==> src/design/hsi2rgb_pkg.sv <==
`timescale 1ns / 1ps
// Shared constants, types and the cosine ratio table of the HSI to RGB converter.
// No dependencies; every other design file refers to this package by scoped names.
package hsi2rgb_pkg;

  localparam int FRAC_BITS_DEF = 12;
  localparam int HUE_BITS = 9;
  localparam int HP_BITS = 7;
  localparam int CFG_IDX_BITS = 2;

  localparam logic [CFG_IDX_BITS-1:0] REG_SATURATION = 2'd0;
  localparam logic [CFG_IDX_BITS-1:0] REG_INTENSITY = 2'd1;

  localparam logic [HUE_BITS-1:0] HUE_WRAP = 9'd360;
  localparam logic [HUE_BITS-1:0] SECTOR_SPAN = 9'd120;
  localparam logic [HUE_BITS-1:0] SECTOR2_START = 9'd240;
  localparam int SECTOR_ANGLES = 120;
  localparam int HALF_SECTOR = 60;

  localparam int ANG_BITS = 28;
  localparam int RATIO_BITS = 31;
  localparam int COS_TERMS = 12;
  localparam longint unsigned PI_Q28 = 64'd843314857;
  localparam longint unsigned DEG_HALF_TURN = 64'd180;

  typedef enum logic [1:0] {
    SEC_RG = 2'd0,
    SEC_GB = 2'd1,
    SEC_BR = 2'd2
  } sector_t;

  typedef logic signed [RATIO_BITS-1:0] ratio_t;
  typedef ratio_t ratio_table_t [SECTOR_ANGLES];

  // Long division by shift and subtract, used only while the table is built.
  function automatic longint unsigned div_u64(input longint unsigned n,
                                              input longint unsigned d);
    longint unsigned q;
    longint unsigned r;
    q = '0;
    r = '0;
    for (int b = 63; b >= 0; b--) begin
      r = {r[62:0], n[b]};
      if (r >= d) begin
        r = r - d;
        q[b] = 1'b1;
      end
    end
    return q;
  endfunction

  // Cosine of a whole-degree angle in signed Q.28, from a truncated Taylor series.
  function automatic longint cos_q28(input int unsigned deg);
    longint unsigned x;
    longint unsigned x2;
    longint unsigned term;
    longint sum;
    x = div_u64(64'(deg) * PI_Q28, DEG_HALF_TURN);
    x2 = (x * x) >> ANG_BITS;
    term = 64'd1 << ANG_BITS;
    sum = longint'(term);
    for (int k = 1; k <= COS_TERMS; k++) begin
      term = div_u64((term * x2) >> ANG_BITS, 64'((2 * k - 1) * (2 * k)));
      if ((k & 1) == 1) begin
        sum = sum - longint'(term);
      end else begin
        sum = sum + longint'(term);
      end
    end
    return sum;
  endfunction

  // cos(hp) / cos(|60 - hp|) in signed Q.28 for every reduced hue of a sector.
  function automatic ratio_table_t build_ratio_table();
    ratio_table_t tbl;
    longint num;
    longint den;
    longint unsigned mag;
    longint unsigned quot;
    int unsigned dd;
    for (int h = 0; h < SECTOR_ANGLES; h++) begin
      dd = (h <= HALF_SECTOR) ? int'(HALF_SECTOR - h) : int'(h - HALF_SECTOR);
      num = cos_q28(h) * (64'sd1 <<< ANG_BITS);
      den = cos_q28(dd);
      if (den <= 0) begin
        den = 1;
      end
      // The quotient is truncated toward zero.
      mag = (num < 0) ? longint'(-num) : longint'(num);
      quot = div_u64(mag, longint'(den));
      tbl[h] = (num < 0) ? RATIO_BITS'(-longint'(quot)) : RATIO_BITS'(longint'(quot));
    end
    return tbl;
  endfunction

  localparam ratio_table_t RATIO_TABLE = build_ratio_table();

endpackage

==> src/design/hsi2rgb_cfg.sv <==
`timescale 1ns / 1ps
// Saturation and intensity registers with their clamp to 1.0.
// Depends on hsi2rgb_pkg for register indexes.
module hsi2rgb_cfg #(
  parameter int FRAC_BITS = hsi2rgb_pkg::FRAC_BITS_DEF
) (
  input  logic                                  clk,
  input  logic                                  rst,
  input  logic                                  wr_en,
  input  logic [hsi2rgb_pkg::CFG_IDX_BITS-1:0]  wr_index,
  input  logic [FRAC_BITS:0]                    wr_data,
  output logic [FRAC_BITS:0]                    sat,
  output logic [FRAC_BITS:0]                    inten
);

  localparam int CW = FRAC_BITS + 1;
  localparam logic [CW-1:0] ONE = {1'b1, {FRAC_BITS{1'b0}}};

  logic [CW-1:0] saturation;
  logic [CW-1:0] intensity;

  always_ff @(posedge clk) begin
    if (rst) begin
      saturation <= ONE;
      intensity <= ONE;
    end else if (wr_en) begin
      unique case (wr_index)
        hsi2rgb_pkg::REG_SATURATION: saturation <= wr_data;
        hsi2rgb_pkg::REG_INTENSITY:  intensity <= wr_data;
        default: ;
      endcase
    end
  end

  assign sat = (saturation > ONE) ? ONE : saturation;
  assign inten = (intensity > ONE) ? ONE : intensity;

endmodule

==> config.mk <==
export PLATFORM = sky130hd
export DESIGN_NAME = hsi2rgb_cfg
export DESIGN_NICKNAME = d
export VERILOG_FILES = /design/src/design/hsi2rgb_pkg.sv /design/src/design/hsi2rgb_cfg.sv
export SDC_FILE = /design/constraint.sdc
export NUM_CORES = 1
export LEC_CHECK = 0
export BUFFER_PORTS_ARGS = -buffer_cell sky130_fd_sc_hd__buf_4
export CAP_MARGIN = 20
export CELL_PAD_IN_SITES_DETAIL_PLACEMENT = 2
export CELL_PAD_IN_SITES_GLOBAL_PLACEMENT = 2
export CORE_MARGIN = 8
export CORE_UTILIZATION = 31
export DETAILED_ROUTE_END_ITERATION = 10
export PLACE_DENSITY = 0.88
export SLEW_MARGIN = 30
export SYNTH_ARGS = -nofsm -noshare
export SYNTH_HDL_FRONTEND = slang
export SYNTH_SLANG_ARGS = --single-unit
==> constraint.sdc <==
create_clock -name clk -period 1.9 [get_ports clk]
set_input_delay 0.19 -clock clk [delete_from_list [all_inputs] [get_ports clk]]
set_output_delay 0.19 -clock clk [all_outputs]
set_load 0.02 [all_outputs]
==> results.toml <==
[global_routing]
grt_antenna_before_repair = 0
grt_pass1_wl_mm = 5.64
grt_max_degree = 40
grt_pass1_vias = 1148
grt-ovfl-total = 0
grt_use_total_pct = 11.1

[cts]
clk_latency_ns = 0.27
cts_buffer_depth = 2
path_clk_slew_ns = 0.09
numCtsBuffers = 3
holdBufCountCts = 0
post_cts_resized = 0
post_cts_buffers = 0
cts_root_buf = "clkbuf_8"
cts_tree = "yes"
cts-htree-levels = 1
cts_sinks = 26

[synth]
seq_area_frac_synth_pct = 41.6
synthCells = 127
synth_edf_count = 0
synth_ff_type = "dfxtp_1"
synth_cell_type_count = 10
syn_nets = 145
ys_top_cells_by_count = "36 x nand2b_1, 26 x dfxtp_1, 26 x mux2i_1, 24 x nor2b_1, 7 x clkbuf_1"
synth_area_leader_cell = "dfxtp_1"
avgSynthCellArea_um2 = 9.85
synth.most_common_cell = "nand2b_1"
async_reset_ff_share_pct = 0
yosys_register_bits = 26
ys_top_cells_by_area = "dfxtp_1 42%, mux2i_1 21%, nand2b_1 18%, nor2b_1 12%, clkbuf_1 2.1%"
ys_warn_count = 0
yosysTopAreaCellShare_pct = 41.6
netlist_area_um2 = 1250

[detailed_routing]
dr_total_vias = 968
wl_per_cell_um = 16.3
final_antenna_net_count = 0
drt_wl_total_mm = 3.50
drtIter0Drc = 46
first_pass_iters = 3
remaining_drc_errors = 0
drt-vias-per-instance = 4.50

[power_and_ir_drop]
p_switching_mw = 0.244
leakagePower_nw = 0.718
pwr-share-clk_pct = 34.3
switching_share_pct = 23.0
p_int_mw = 0.815
comb_power_share_pct = 10.9
pwr_density_cell_nw_per_um2 = 643
p_seq_share_pct = 54.8
ir_drop_mv = 0.260

[die]
die_h_um = 79.5
start_util_pct = 31.7
ios = 44
die_w_um = 79.5
rows = 23
die-area_um2 = 6330
core_area_um2 = 3940

[min_path]
hp-class = "in -> reg"
hold_depth = 3

[sta]
hold_viol = 0
fmax_ghz = 0.678
fin_crit_sh_pct = 77.6
fin_skew_ns = 0
timing.setup.tns_ns = 0
period_minus_slack_ns = 1.48
drv_slew = 0
slew_headroom_pct = 62.0
finalSetupViolCount = 0
rsz0062_at_grt = "false"
worst_slew_pin_slew_ns = 0.569

[critical_path]
r2r_cells = 2
cp-end-kind = "output pin"
arrival_ns = 1.29
crit_type = "reg -> out"
critical_path_peak_fanout = 14
max_stage_delay_ns = 0.69
path_cells = "nor2b_1, buf_4"
cpMaxStageDelayCell = "dfxtp_1"
cp-start-kind = "flip-flop"
cp.required_ns = 1.71

[placed_design]
dpl.hpwl_mm = 2.56
portBuffers = 43
routabilityCongestion = 0.695

[layout]
antenna_cells = 0
fin_nets = 184
drive_gt1_share_pct = 30.3
syn_to_final_growth_pct = 31.5
utilization_pct = 41.7

[job]
cap_violations = 0

[status]
outcome = "finished clean"
## flip-flops by register name, summed over array words and instances, names as in the netlist
register,count
saturation,13
intensity,13
## power groups by stage
stage	Combinational (mW)	Clock (mW)	Sequential (mW)
floorplan	0.0762	0	0.583
global placement	0.111	0	0.591
detailed placement	0.117	0	0.593
CTS	0.118	0.372	0.580
global route	0.125	0.381	0.583
finish	0.115	0.363	0.580
## per-stage QoR
stage | hold slack, ns | power, mW | setup slack (ns) | std cells | instance area, µm²
finish | 0.212 | 1.06 | 0.425 | 215 | 1650
global route | 0.229 | 1.09 | 0.342 | 215 | 1650
CTS | 0.210 | 1.07 | 0.404 | 215 | 1650
detailed placement | 0.469 | 0.710 | 0.667 | 211 | 1590
global placement | 0.456 | 0.702 | 0.734 | 211 | 1590
floorplan | 0.361 | 0.660 | 0.865 | 127 | 1250
## layer usage
metal  GRT usage [%]  vias up  wire length (µm)
met5               0        -                 0
met4            2.78        0                13
met3            2.59        2               153
met2            20.9       18              1940
met1            11.9      473              1390
li1                -      475                 -
## cell usage in the layout (no fill, tap or decap)
master	count
buf_4	44
nand2b_1	36
mux2i_1	26
dfxtp_1	26
nor2b_1	24
clkbuf_8	4
nor2_1	3
nor3b_4	1
nand3b_2	1
## cell families (layout without fill, tap and decap cells)
group,count (synthesis),in the layout,synth area share (%)
buf+inv,10,48,4.30
simple gates,65,65,33.3
flops,26,26,41.6
mux,26,26,20.8
## cell type report
class / count / area [µm²]
Fill cell: 430 / 2300
Timing Repair Buffer: 44 / 330
Multi-Input combinational cell: 91 / 677
Sequential cell: 26 / 520
Tap cell: 50 / 62.6
Clock buffer: 4 / 55.1
## worst paths after layout
kind,to,slack [ns],from
worst max-delay path,inten[6],0.42,intensity[12]$_SDFFE_PP1P_
worst min-delay path,intensity[5]$_SDFFE_PP0P_,0.21,wr_data[5]
worst max register to register,saturation[12]$_SDFFE_PP1P_,0.84,saturation[12]$_SDFFE_PP1P_
worst min register to register,saturation[10]$_SDFFE_PP0P_,0.48,saturation[10]$_SDFFE_PP0P_
## worst max-delay path, delay by kind of cell, from the launching register on
family | cells | cell delay [ns]
flip-flops | 1 | 0.69
AND/OR/NAND/NOR | 1 | 0.14
buffers and inverters | 1 | 0.19
(Power assumes the default switching activity.)
