$ cat config.mk
export PLATFORM = sky130hd
export DESIGN_NAME = hsi2rgb_rdiv
export DESIGN_NICKNAME = d
export VERILOG_FILES = /design/src/design/hsi2rgb_pkg.sv /design/src/design/hsi2rgb_rdiv.sv
export SDC_FILE = /design/constraint.sdc
export NUM_CORES = 1
export LEC_CHECK = 0
export BUFFER_PORTS_ARGS = -buffer_cell sky130_fd_sc_hd__buf_2
export CAP_MARGIN = 20
export CORE_MARGIN = 2
export CORE_UTILIZATION = 50
export CTS_CLUSTER_SIZE = 25
export DETAILED_ROUTE_END_ITERATION = 8
export PLACE_DENSITY = 0.74
export SLEW_MARGIN = 20
export SYNTH_ARGS = -nofsm -noshare
export SYNTH_HDL_FRONTEND = slang
export SYNTH_SLANG_ARGS = --single-unit
$ cat constraint.sdc
create_clock -name clk -period 4.7 [get_ports clk]
set_input_delay 0.47 -clock clk [delete_from_list [all_inputs] [get_ports clk]]
set_output_delay 0.47 -clock clk [all_outputs]
set_load 0.02 [all_outputs]
$ cat src/design/hsi2rgb_pkg.sv
`timescale 1ns / 1ps
// Shared constants, types and the cosine ratio table of the HSI to RGB converter.
// No dependencies; every other design file refers to this package by scoped names.
package hsi2rgb_pkg;

  localparam int FRAC_BITS_DEF = 12;
  localparam int HUE_BITS = 9;
  localparam int HP_BITS = 7;
  localparam int CFG_IDX_BITS = 2;

  localparam logic [CFG_IDX_BITS-1:0] REG_SATURATION = 2'd0;
  localparam logic [CFG_IDX_BITS-1:0] REG_INTENSITY = 2'd1;

  localparam logic [HUE_BITS-1:0] HUE_WRAP = 9'd360;
  localparam logic [HUE_BITS-1:0] SECTOR_SPAN = 9'd120;
  localparam logic [HUE_BITS-1:0] SECTOR2_START = 9'd240;
  localparam int SECTOR_ANGLES = 120;
  localparam int HALF_SECTOR = 60;

  localparam int ANG_BITS = 28;
  localparam int RATIO_BITS = 31;
  localparam int COS_TERMS = 12;
  localparam longint unsigned PI_Q28 = 64'd843314857;
  localparam longint unsigned DEG_HALF_TURN = 64'd180;

  typedef enum logic [1:0] {
    SEC_RG = 2'd0,
    SEC_GB = 2'd1,
    SEC_BR = 2'd2
  } sector_t;

  typedef logic signed [RATIO_BITS-1:0] ratio_t;
  typedef ratio_t ratio_table_t [SECTOR_ANGLES];

  // Long division by shift and subtract, used only while the table is built.
  function automatic longint unsigned div_u64(input longint unsigned n,
                                              input longint unsigned d);
    longint unsigned q;
    longint unsigned r;
    q = '0;
    r = '0;
    for (int b = 63; b >= 0; b--) begin
      r = {r[62:0], n[b]};
      if (r >= d) begin
        r = r - d;
        q[b] = 1'b1;
      end
    end
    return q;
  endfunction

  // Cosine of a whole-degree angle in signed Q.28, from a truncated Taylor series.
  function automatic longint cos_q28(input int unsigned deg);
    longint unsigned x;
    longint unsigned x2;
    longint unsigned term;
    longint sum;
    x = div_u64(64'(deg) * PI_Q28, DEG_HALF_TURN);
    x2 = (x * x) >> ANG_BITS;
    term = 64'd1 << ANG_BITS;
    sum = longint'(term);
    for (int k = 1; k <= COS_TERMS; k++) begin
      term = div_u64((term * x2) >> ANG_BITS, 64'((2 * k - 1) * (2 * k)));
      if ((k & 1) == 1) begin
        sum = sum - longint'(term);
      end else begin
        sum = sum + longint'(term);
      end
    end
    return sum;
  endfunction

  // cos(hp) / cos(|60 - hp|) in signed Q.28 for every reduced hue of a sector.
  function automatic ratio_table_t build_ratio_table();
    ratio_table_t tbl;
    longint num;
    longint den;
    longint unsigned mag;
    longint unsigned quot;
    int unsigned dd;
    for (int h = 0; h < SECTOR_ANGLES; h++) begin
      dd = (h <= HALF_SECTOR) ? int'(HALF_SECTOR - h) : int'(h - HALF_SECTOR);
      num = cos_q28(h) * (64'sd1 <<< ANG_BITS);
      den = cos_q28(dd);
      if (den <= 0) begin
        den = 1;
      end
      // The quotient is truncated toward zero.
      mag = (num < 0) ? longint'(-num) : longint'(num);
      quot = div_u64(mag, longint'(den));
      tbl[h] = (num < 0) ? RATIO_BITS'(-longint'(quot)) : RATIO_BITS'(longint'(quot));
    end
    return tbl;
  endfunction

  localparam ratio_table_t RATIO_TABLE = build_ratio_table();

endpackage

$ cat src/design/hsi2rgb_rdiv.sv
`timescale 1ns / 1ps
// Three-stage rounding divider: quo = round(prod / (3 * 2^FRAC_BITS)), ties up.
// Uses a reciprocal multiply by 1/3 with one correction step; depends on hsi2rgb_pkg.
module hsi2rgb_rdiv #(
  parameter int FRAC_BITS = hsi2rgb_pkg::FRAC_BITS_DEF
) (
  input  logic                     clk,
  input  logic [2:0]               en,
  input  logic [2*FRAC_BITS+2:0]   prod,
  output logic [FRAC_BITS+1:0]     quo
);

  localparam int PW = 2 * FRAC_BITS + 3;
  localparam int VW = FRAC_BITS + 2;
  localparam int MW = 2 * FRAC_BITS + 4;
  localparam logic [PW:0] BIAS = (PW + 1)'(64'd3 << (FRAC_BITS - 1));
  localparam logic [FRAC_BITS:0] RECIP = (FRAC_BITS + 1)'((64'd1 << VW) / 3);
  localparam logic [VW-1:0] THREE = VW'(3);

  logic [PW:0]    biased;
  logic [VW-1:0]  v_a;
  logic [MW-1:0]  scaled;
  logic [VW-1:0]  v_b;
  logic [VW-1:0]  q0_b;
  logic [VW-1:0]  rem;

  // Dividing by 2^FRAC_BITS first is exact for the floor, leaving a divide by three.
  assign biased = {1'b0, prod} + BIAS;

  always_ff @(posedge clk) begin
    if (en[0]) begin
      v_a <= biased[FRAC_BITS +: VW];
    end
  end

  assign scaled = v_a * RECIP;

  always_ff @(posedge clk) begin
    if (en[1]) begin
      v_b <= v_a;
      q0_b <= scaled[VW +: VW];
    end
  end

  // The estimate is never high and at most one low.
  assign rem = v_b - THREE * q0_b;

  always_ff @(posedge clk) begin
    if (en[2]) begin
      quo <= (rem >= THREE) ? q0_b + VW'(1) : q0_b;
    end
  end

endmodule

==> impl_metrics.ini, run 1 <==
[status]
outcome = finished, violations left
failed_checks = negative setup slack

[yosys]
netlist_top_cells_count = sky130_fd_sc_hd__inv_1, sky130_fd_sc_hd__ha_1, sky130_fd_sc_hd__fa_1, sky130_fd_sc_hd__edfxtp_1, sky130_fd_sc_hd__xnor2_1
syn_area_sq_um = 5910
synth-async-reset-ratio = 0
synthesized_instance_count = 546
synth_most_common_cell = sky130_fd_sc_hd__inv_1
syn-num-nets = 736
synth_area_per_cell_sq_um = 10.8
synth_seq_cells = 55
synth.distinct_cells = 46
yosysTopAreaCellShare = 0.279
yosys_warnings = 0
synth.largest_area_cell = sky130_fd_sc_hd__edfxtp_1
post_synth_main_area_contributors = sky130_fd_sc_hd__edfxtp_1, sky130_fd_sc_hd__ha_1, sky130_fd_sc_hd__fa_1, sky130_fd_sc_hd__inv_1, sky130_fd_sc_hd__xnor2_1
ys.flop_type = sky130_fd_sc_hd__edfxtp_1
synth_edf_count = 55
synth_sequential_area_ratio = 0.279

[timing]
finalMaxSlewViolations = 0
worst-slew-pin-transition_ps = 754
timing.fmax_mhz = 197
setup_viol = 11
hold_viol = 0
fin_crit_sh = 1.08
final.min_clock_period_ps = 5090
holdWs_ps = 475
fin_setup_tns_ps = -2610
rsz0062_at_grt = yes
timing.max_slew.rel_slack = 0.494
skew_ps = 6.46
timing.final.ws_setup_ps = -388

[worst_setup_path]
cp-end-kind = flip-flop
critPathArrivalTime_ps = 5130
worstSetupPathType = reg -> reg
critPathTopFamily = adder cells
critPathLaunch = v_a[3]$_DFFE_PP_
cp_max_fo = 2
required_time_at_the_worst_slack_endpoint_ps = 4750
timing.critical_path.from_type = flip-flop
worstPathCellList = buf_6 -> ha_4 -> fa_1 -> inv_1 -> fa_1 -> fa_1 -> fa_1 -> inv_1 -> ha_1 -> a21o_1 -> a21oi_1 -> nor2b_1 -> a311o_1 -> a211oi_2 -> o31ai_2 -> a21oi_1 -> xnor2_1
worst-path-buf-inv = 3
critical-path-top-cell-by-count = sky130_fd_sc_hd__fa_1
cp_slowest_cell = sky130_fd_sc_hd__fa_1
worst_path_largest_cell_delay_ps = 590
worst_r2r_startpoint = v_a[3]$_DFFE_PP_

[grt]
grt_start_max_net_pins = 28
grt_remaining_overflow = 0
grt_first_pass_wirelength_microns = 20000
globalRouteTotalUtil = 0.194
grt_antenna_before_repair = 0
via_count_of_the_first_global_routing_pass = 4539

[clock_network]
clkSinkCount = 55
clock_tree.htree_level_count = 2
cts_inserted_buffers = 5
clk_transition_reported_paths_ps = 80
tritoncts = done
root_buffer_master = sky130_fd_sc_hd__clkbuf_16
max-clock-path-buffers = 2
worst_skew_pair.late_latency_ps = 290

[final_layout]
fraction_of_layout_cells_with_a_size_suffix_above_1 = 0.188
fillerInstances = 900
register_area_sq_um = 1650
final_cells = 780
footprint_of_the_multi_input_gates_sq_um = 3880
antenna_cells_inserted = 0
flow.area_growth_from_synthesis_pct = 17.3
final_net_count = 826

[drt]
postRouteAntennaNets = 0
detail_route.wirelength_microns = 12000
drt-wirelength-per-cell_microns = 15.3
via_count = 4103
drcViolationCount = 0
drt_first_pass_iters = 4
drtIter0Drc = 205
detail_route.vias_per_cell = 5.26

[floorplan]
die_height_microns = 113
die-area_sq_um = 12700
fp_rows = 39
die_w_microns = 113
initial_utilization = 0.515
i_o_pin_count = 45
coreArea_sq_um = 11500

[min_path]
hold_class = in -> reg
hold_path.startpoint = prod[25]

[placed_design]
numPortBuffers = 32
placement.setup.worst_slack_ps = -373
detailed_place_hpwl_microns = 9940
dp.cells = 763
place.gp.congestion = 0.914

[run]
max_cap_viol_count = 0
[flip-flops by register name, summed over array words and instances, names as in the netlist]
signal and cells:
v_a 14, quo 14, q0_b 13, v_b 14
[path summary, 6_finish.rpt]
check                                     endpoint  slack (ps)  cells after the start
worst max-delay path            q0_b[12]$_DFFE_PP_        -390                     17
worst min register to register   v_b[11]$_DFFE_PP_         610                      1
worst max register to register  q0_b[12]$_DFFE_PP_        -390                     17
worst min-delay path             v_a[13]$_DFFE_PP_         480                      2
[final cells by class]
class                           instances  area share
Multi-Input combinational cell        355       0.559
Inverter                              134      0.0725
Sequential cell                        55       0.238
Clock inverter                          3     0.00487
Timing Repair Buffer                   85      0.0815
Clock buffer                            5      0.0180
Tap cell                              143      0.0258
[cells by family after synthesis]
group | Yosys count | synth area share
muxes | 2 | 0.00423
AOI/OAI and AO/OA | 57 | 0.0650
xor gates and xnor gates | 45 | 0.0690
adders and majority gates | 159 | 0.414
buffers and inverters | 136 | 0.0876
and+or+nand+nor | 92 | 0.0807
DFF | 55 | 0.279
[routing by layer]
metal  global-route usage  wire (microns)  vias up
li1                     -               -     1967
met1                0.236            4800     1991
met2                0.358            6310      114
met3               0.0236             465       31
met4               0.0650             384        0
met5                    0               0        -
[stage by stage]
stage                      util  area, sq um
after floorplan               -         5950
after global placement    0.576         6610
after detailed placement  0.576         6610
after CTS                 0.599         6870
after global routing      0.605         6940
final                     0.605         6940
[repair_timing]
item	in CTS	in global routing
pin swaps	12	5
hold buffers	0	0
buffers inserted	7	3
gates resized for setup	9	11
endpoints found under the setup margin	10	11
cloned	0	0
[worst register-to-register path: stages (launching register included)]
cell                       delay [ps]
sky130_fd_sc_hd__edfxtp_1         450
sky130_fd_sc_hd__buf_6            160
sky130_fd_sc_hd__ha_4             240
sky130_fd_sc_hd__fa_1             490
sky130_fd_sc_hd__inv_1             60
sky130_fd_sc_hd__fa_1             480
sky130_fd_sc_hd__fa_1             550
sky130_fd_sc_hd__fa_1             590
sky130_fd_sc_hd__inv_1             60
sky130_fd_sc_hd__ha_1             310
sky130_fd_sc_hd__a21o_1           180
sky130_fd_sc_hd__a21oi_1          160
sky130_fd_sc_hd__nor2b_1           70
sky130_fd_sc_hd__a311o_1          360
sky130_fd_sc_hd__a211oi_2         290
sky130_fd_sc_hd__o31ai_2          110
sky130_fd_sc_hd__a21oi_1          180
sky130_fd_sc_hd__xnor2_1          100
[cells in the final DEF (no fill, tap or decap), types with 2 or more instances in the layout]
cell type                   netlist  layout
sky130_fd_sc_hd__o21a_1           2       2
sky130_fd_sc_hd__o21ai_0          9       8
sky130_fd_sc_hd__clkbuf_16        0       5
sky130_fd_sc_hd__a21oi_2          0       3
sky130_fd_sc_hd__inv_2            0       3
sky130_fd_sc_hd__nor2_1          21      20
sky130_fd_sc_hd__inv_1          134     131
sky130_fd_sc_hd__nand2_1         24      24
sky130_fd_sc_hd__o211ai_1         3       3
sky130_fd_sc_hd__nand3_1          9       9
sky130_fd_sc_hd__nand4_1          6       6
sky130_fd_sc_hd__inv_6            0       2
sky130_fd_sc_hd__ha_1            98      92
sky130_fd_sc_hd__xor2_1          13      12
sky130_fd_sc_hd__a21oi_1         19      15
sky130_fd_sc_hd__nor4b_1          2       2
sky130_fd_sc_hd__o21bai_1         2       2
sky130_fd_sc_hd__ha_4             0       6
sky130_fd_sc_hd__or3_1            2       2
sky130_fd_sc_hd__nand2b_1         5       5
sky130_fd_sc_hd__fa_1            61      61
sky130_fd_sc_hd__a21o_1           6       6
sky130_fd_sc_hd__buf_6            1       2
sky130_fd_sc_hd__nor3_1           7       7
sky130_fd_sc_hd__and2_1           3       2
sky130_fd_sc_hd__buf_2            0      32
sky130_fd_sc_hd__and3_1           2       2
sky130_fd_sc_hd__edfxtp_1        55      55
sky130_fd_sc_hd__o2111ai_1        2       2
sky130_fd_sc_hd__nor3b_1          3       3
sky130_fd_sc_hd__a31oi_1          3       3
sky130_fd_sc_hd__buf_4            0      51
sky130_fd_sc_hd__xnor2_1         31      31
Power of run 1 is left out: the tool's default activity adds up to more than one toggle a clock period on the data nets, which glitch-free logic cannot reach.
==> inputs of run 2 (changes only) <==
--- a/config.mk
+++ b/config.mk
@@ -5,6 +5,7 @@
 export SDC_FILE = /design/constraint.sdc
 export NUM_CORES = 1
 export LEC_CHECK = 0
+export ABC_AREA = 1
 export BUFFER_PORTS_ARGS = -buffer_cell sky130_fd_sc_hd__buf_2
 export CAP_MARGIN = 20
 export CORE_MARGIN = 2
==> run 2 against run 1 <==
Compared with the run above:
- the run now ends clean
- cell count grew 26%
- first-iteration DRC count up 64%
- design area grew 6.5%
- maximum frequency is 13% higher
- via count up 18%
- count of clock-buffer cells in the layout stayed put
- sequential share of layout area down 1.5 points
- non-clock buffer count fell by 30
- setup slack improved by 590 ps
- routed wire length up 10%
- highest routed layer unchanged
==> impl_metrics.ini, run 2 <==
[final_layout]
flow.area_growth_from_synthesis_pct = 11.5
layout_commonest_cell = sky130_fd_sc_hd__inv_1
reg.largest.list = quo: 14 flops, v_a: 14 flops, v_b: 14 flops
fillerInstances = 1137
register_area_sq_um = 1650
final_net_count = 998
core_util_final = 0.565
antenna_cells_inserted = 0
footprint_of_the_multi_input_gates_sq_um = 4360
fraction_of_layout_cells_with_a_size_suffix_above_1 = 0.115
most_frequent_cells_in_the_layout = sky130_fd_sc_hd__inv_1, sky130_fd_sc_hd__nand2_1, sky130_fd_sc_hd__ha_1

[yosys]
synth-async-reset-ratio = 0
ys.flop_type = sky130_fd_sc_hd__edfxtp_1
synth_area_per_cell_sq_um = 8.84
synth.distinct_cells = 36
synth_most_common_cell = sky130_fd_sc_hd__inv_1
syn_area_sq_um = 6630
yosysTopAreaCellShare = 0.249
syn-num-nets = 940
post_synth_main_area_contributors = sky130_fd_sc_hd__edfxtp_1, sky130_fd_sc_hd__ha_1, sky130_fd_sc_hd__fa_1, sky130_fd_sc_hd__inv_1, sky130_fd_sc_hd__nand2_1
synth_sequential_area_ratio = 0.249
synth.largest_area_cell = sky130_fd_sc_hd__edfxtp_1
yosys_warnings = 0
synthesized_instance_count = 750
netlist_top_cells_count = sky130_fd_sc_hd__inv_1, sky130_fd_sc_hd__nand2_1, sky130_fd_sc_hd__ha_1, sky130_fd_sc_hd__fa_1, sky130_fd_sc_hd__edfxtp_1
synth_seq_cells = 55
synth_edf_count = 55

[drt]
detail_route.vias_per_cell = 4.92
drtIter0Drc = 336
drt-wirelength-per-cell_microns = 13.4
detail_route.wirelength_microns = 13200
drt_first_pass_iters = 4
drcViolationCount = 0
via_count = 4848
postRouteAntennaNets = 0

[clock_network]
worst_skew_pair.late_latency_ps = 300
hold_fix_buffers_cts = 0
root_buffer_master = sky130_fd_sc_hd__clkbuf_16
clk_transition_reported_paths_ps = 70
clock_tree.htree_level_count = 2
cts_inserted_buffers = 5
tritoncts = done
clkSinkCount = 55
max-clock-path-buffers = 2

[worst_setup_path]
critPathTopFamily = adder cells
reg2reg_depth = 17
critPathLaunch = v_a[2]$_DFFE_PP_
worst_r2r_startpoint = v_a[2]$_DFFE_PP_
cp-end-kind = flip-flop
worst-path-buf-inv = 6
cp_slowest_cell = sky130_fd_sc_hd__fa_1
critical_path_depth = 17
crit_path_to = q0_b[5]$_DFFE_PP_
worst_path_largest_cell_delay_ps = 530
required_time_at_the_worst_slack_endpoint_ps = 4750
regToRegEndpoint = q0_b[5]$_DFFE_PP_
timing.critical_path.from_type = flip-flop
rrSetupSlack_ps = 200
cp_max_fo = 4
worstSetupPathType = reg -> reg
critPathArrivalTime_ps = 4550
worstPathCellList = buf_4 -> ha_2 -> inv_1 -> fa_1 -> fa_1 -> inv_1 -> fa_1 -> inv_1 -> fa_1 -> inv_1 -> ha_4 -> nand2_1 -> buf_4 -> nor3_1 -> a21oi_1 -> o21ai_0 -> xor2_1

[floorplan]
coreArea_sq_um = 13100
die_w_microns = 119
i_o_pin_count = 45
fp_rows = 42
die_height_microns = 119
die-area_sq_um = 14200
initial_utilization = 0.506

[grt]
grt_antenna_before_repair = 0
grt_remaining_overflow = 0
via_count_of_the_first_global_routing_pass = 4865
globalRouteTotalUtil = 0.198
grt_start_max_net_pins = 28
grt_first_pass_wirelength_microns = 22200

[timing]
finalMaxSlewViolations = 0
holdWs_ps = 469
fin_setup_tns_ps = 0
final.min_clock_period_ps = 4500
timing.fmax_mhz = 222
setup_viol = 0
hold_viol = 0
worst-slew-pin-transition_ps = 552
timing.final.ws_setup_ps = 197
timing.max_slew.rel_slack = 0.632
fin_crit_sh = 0.958
skew_ps = 7.92

[status]
outcome = finished clean

[min_path]
hold_class = in -> reg
whs_path_depth = 2

[placed_design]
detailed_place_hpwl_microns = 11500
placement.setup.worst_slack_ps = 34.7
numPortBuffers = 32
place.gp.congestion = 0.894

[run]
max_cap_viol_count = 0
run 2: worst min path at each step:
stage                        end        startpoint
2_1_floorplan   v_b[0]$_DFFE_PP_  v_a[0]$_DFFE_PP_
3_3_place_gp    v_b[3]$_DFFE_PP_  v_a[3]$_DFFE_PP_
3_5_place_dp    v_b[0]$_DFFE_PP_  v_a[0]$_DFFE_PP_
4_1_cts        v_a[13]$_DFFE_PP_          prod[25]
5_1_grt        v_a[12]$_DFFE_PP_          prod[24]
6_report       v_a[13]$_DFFE_PP_          prod[25]
run 2: logic make-up after synthesis:
logic type | share of synthesized area
buffers and inverters | 0.106
flip-flops | 0.249
AO/OA/AOI/OAI | 0.0429
AND/OR/NAND/NOR | 0.182
adder cells (fa/ha/maj) | 0.369
XOR/XNOR | 0.0502
run 2: final cells by class:
class                           instances  share of cell area
Clock buffer                            5              0.0169
Inverter                              179              0.0909
Sequential cell                        55               0.224
Timing Repair Buffer                   55              0.0450
Multi-Input combinational cell        512               0.590
Clock inverter                          3             0.00373
Tap cell                              176              0.0298
run 2: worst reg2reg max path: cells and delay by family, from the launching register on:
family / cells / cell delay, ps
DFF: 1 / 460
buffers and inverters: 6 / 570
adders and majority gates: 6 / 2490
AOI/OAI and AO/OA: 2 / 350
xor gates and xnor gates: 1 / 90
and+or+nand+nor: 2 / 290
run 2: per-stage QoR:
step / instances / instance area [sq um]
CTS: 981 / 7270
detailed placement: 973 / 7120
floorplan: 750 / 6630
finish: 985 / 7390
global placement: 973 / 7120
global route: 985 / 7390
run 2: routing by layer:
layer | GRT usage | vias up | share of wire
li1 | - | 2494 | -
met1 | 0.242 | 2223 | 0.44
met2 | 0.364 | 103 | 0.51
met3 | 0.0249 | 28 | 0.032
met4 | 0.0551 | 0 | 0.024
met5 | 0 | - | 0
run 2: repair_timing:
item                                    4_1_cts  5_1_grt
setup buffers                                 0        4
endpoints found under the setup margin        0        9
resized for setup                             0       14
Power of run 2 is left out for the same reason.
==> inputs of run 3 (changes only) <==
--- a/config.mk
+++ b/config.mk
@@ -8,11 +8,13 @@
 export ABC_AREA = 1
 export BUFFER_PORTS_ARGS = -buffer_cell sky130_fd_sc_hd__buf_2
 export CAP_MARGIN = 20
+export CELL_PAD_IN_SITES_DETAIL_PLACEMENT = 1
+export CELL_PAD_IN_SITES_GLOBAL_PLACEMENT = 1
 export CORE_MARGIN = 2
-export CORE_UTILIZATION = 50
+export CORE_UTILIZATION = 44
 export CTS_CLUSTER_SIZE = 25
 export DETAILED_ROUTE_END_ITERATION = 8
-export PLACE_DENSITY = 0.74
+export PLACE_DENSITY = 0.82
 export SLEW_MARGIN = 20
 export SYNTH_ARGS = -nofsm -noshare
 export SYNTH_HDL_FRONTEND = slang
==> run 3 against run 2 <==
Compared with the run above:
- the flow now finishes with violations (negative setup slack)
- via count is 6.1% higher
- register-to-register slack worse by 200 ps
- first-iteration DRC count decreased by 42%
- die area increased by 13%
- critical path depth grew 3
- design area grew 2.8%
- setup slack worse by 200 ps
- non-clock buffer count increased by 12
- maximum frequency decreased by 4.3%
- critical endpoint is now q0_b[7]$_DFFE_PP_
- highest routed layer unchanged
==> impl_metrics.ini, run 3 (synthesized netlist as in run 2, its figures left out) <==
[floorplan]
fp_rows = 44
initial_utilization = 0.452
die_height_microns = 127
i_o_pin_count = 45
coreArea_sq_um = 14600
die-area_sq_um = 16100
die_w_microns = 127

[status]
outcome = finished, violations left
failed_checks = negative setup slack

[drt]
via_count = 5144
drt_first_pass_iters = 4
detail_route.wirelength_microns = 17300
detail_route.vias_per_cell = 5.12
postRouteAntennaNets = 0
drtIter0Drc = 196
drt-wirelength-per-cell_microns = 17.2
drcViolationCount = 0

[timing]
skew_ps = 6.40
timing.max_slew.rel_slack = 0.632
final.min_clock_period_ps = 4700
hold_viol = 0
timing.final.ws_setup_ps = -3.53
setup_viol = 1
worst-slew-pin-transition_ps = 552
fin_crit_sh = 1.00
finalMaxSlewViolations = 0
timing.fmax_mhz = 213
rsz0062_at_grt = yes

[final_layout]
reg.largest.list = quo: 14 flops, v_a: 14 flops, v_b: 14 flops
core_util_final = 0.519
most_frequent_cells_in_the_layout = sky130_fd_sc_hd__inv_1, sky130_fd_sc_hd__nand2_1, sky130_fd_sc_hd__ha_1
fraction_of_layout_cells_with_a_size_suffix_above_1 = 0.153
register_area_sq_um = 1650
flow.area_growth_from_synthesis_pct = 14.7
antenna_cells_inserted = 0
footprint_of_the_multi_input_gates_sq_um = 4460
fillerInstances = 1731
layout_commonest_cell = sky130_fd_sc_hd__inv_1
final_net_count = 1010

[worst_setup_path]
worst_path_largest_cell_delay_ps = 530
cp_max_fo = 5
worstPathCellList = buf_4 -> ha_4 -> fa_1 -> inv_1 -> fa_1 -> inv_1 -> fa_1 -> inv_1 -> fa_1 -> inv_1 -> ha_4 -> a21o_1 -> nand2_1 -> nand2_1 -> a21oi_2 -> nand2_2 -> nand2_1 -> nand2_2 -> buf_4 -> xor2_1
rrSetupSlack_ps = -4
cp-end-kind = flip-flop
critPathTopFamily = adder cells
required_time_at_the_worst_slack_endpoint_ps = 4760
worst-path-buf-inv = 6
reg2reg_depth = 20
cp_slowest_cell = sky130_fd_sc_hd__fa_1
critPathLaunch = v_a[2]$_DFFE_PP_
critPathArrivalTime_ps = 4760
timing.critical_path.from_type = flip-flop
worst_r2r_startpoint = v_a[2]$_DFFE_PP_
critical_path_depth = 20
worstSetupPathType = reg -> reg
regToRegEndpoint = q0_b[7]$_DFFE_PP_
crit_path_to = q0_b[7]$_DFFE_PP_

[placed_design]
detailed_place_hpwl_microns = 14500
place.gp.congestion = 0.925
numPortBuffers = 32

[grt]
grt_first_pass_wirelength_microns = 28100
grt_remaining_overflow = 0
grt_start_max_net_pins = 28
grt_antenna_before_repair = 0
globalRouteTotalUtil = 0.221
via_count_of_the_first_global_routing_pass = 5888

[clock_network]
clock_tree.htree_level_count = 2
hold_fix_buffers_cts = 0
worst_skew_pair.late_latency_ps = 310
cts_inserted_buffers = 5
tritoncts = done
root_buffer_master = sky130_fd_sc_hd__clkbuf_16
clk_transition_reported_paths_ps = 80
max-clock-path-buffers = 2
clkSinkCount = 55

[min_path]
hold_class = in -> reg

[run]
max_cap_viol_count = 0
[run 3: metal layers]
metal	global-route usage	up-vias	wire length (microns)
met5	0	-	0
met4	0.0646	0	472
met3	0.0278	27	345
met2	0.440	95	9490
met1	0.243	2508	7000
li1	-	2514	-
[run 3: final cells by class]
class	count	share of cell area
timing repair buffer	67	0.0562
sequential	55	0.217
multi-input combinational	512	0.588
inverter	179	0.0884
clock buffer	5	0.0165
clock inverter	3	0.00362
tap	184	0.0303
[run 3: worst min-delay path by stage]
stage               slack [ps]  depth (start not counted)                end             start
CTS                        450                          2  v_a[13]$_DFFE_PP_          prod[25]
finish                     460                          2  v_a[13]$_DFFE_PP_          prod[25]
global placement           550                          0   v_b[2]$_DFFE_PP_  v_a[2]$_DFFE_PP_
detailed placement         550                          0   v_b[2]$_DFFE_PP_  v_a[2]$_DFFE_PP_
floorplan                  460                          0   v_b[0]$_DFFE_PP_  v_a[0]$_DFFE_PP_
global route               470                          2  v_a[13]$_DFFE_PP_          prod[25]
[run 3: repair_timing]
action,CTS,global route
endpoints found under the setup margin,7,11
resized for setup,6,34
gates cloned,0,0
buffers inserted,7,8
pin swaps,1,12
[run 3: per-stage QoR]
step | hold WS, ps | setup TNS (ps) | instance area [sq um] | worst slack [ps] | instances
3_3_place_gp | 548 | 0 | 7130 | 58.2 | 982
4_1_cts | 450 | 0 | 7370 | 18.8 | 997
3_5_place_dp | 550 | -285 | 7130 | -85.9 | 982
5_1_grt | 468 | -537 | 7600 | -106 | 1005
6_report | 456 | -3.53 | 7600 | -3.53 | 1005
2_1_floorplan | 461 | 0 | 6630 | 341 | 750
Power of run 3 is left out for the same reason.
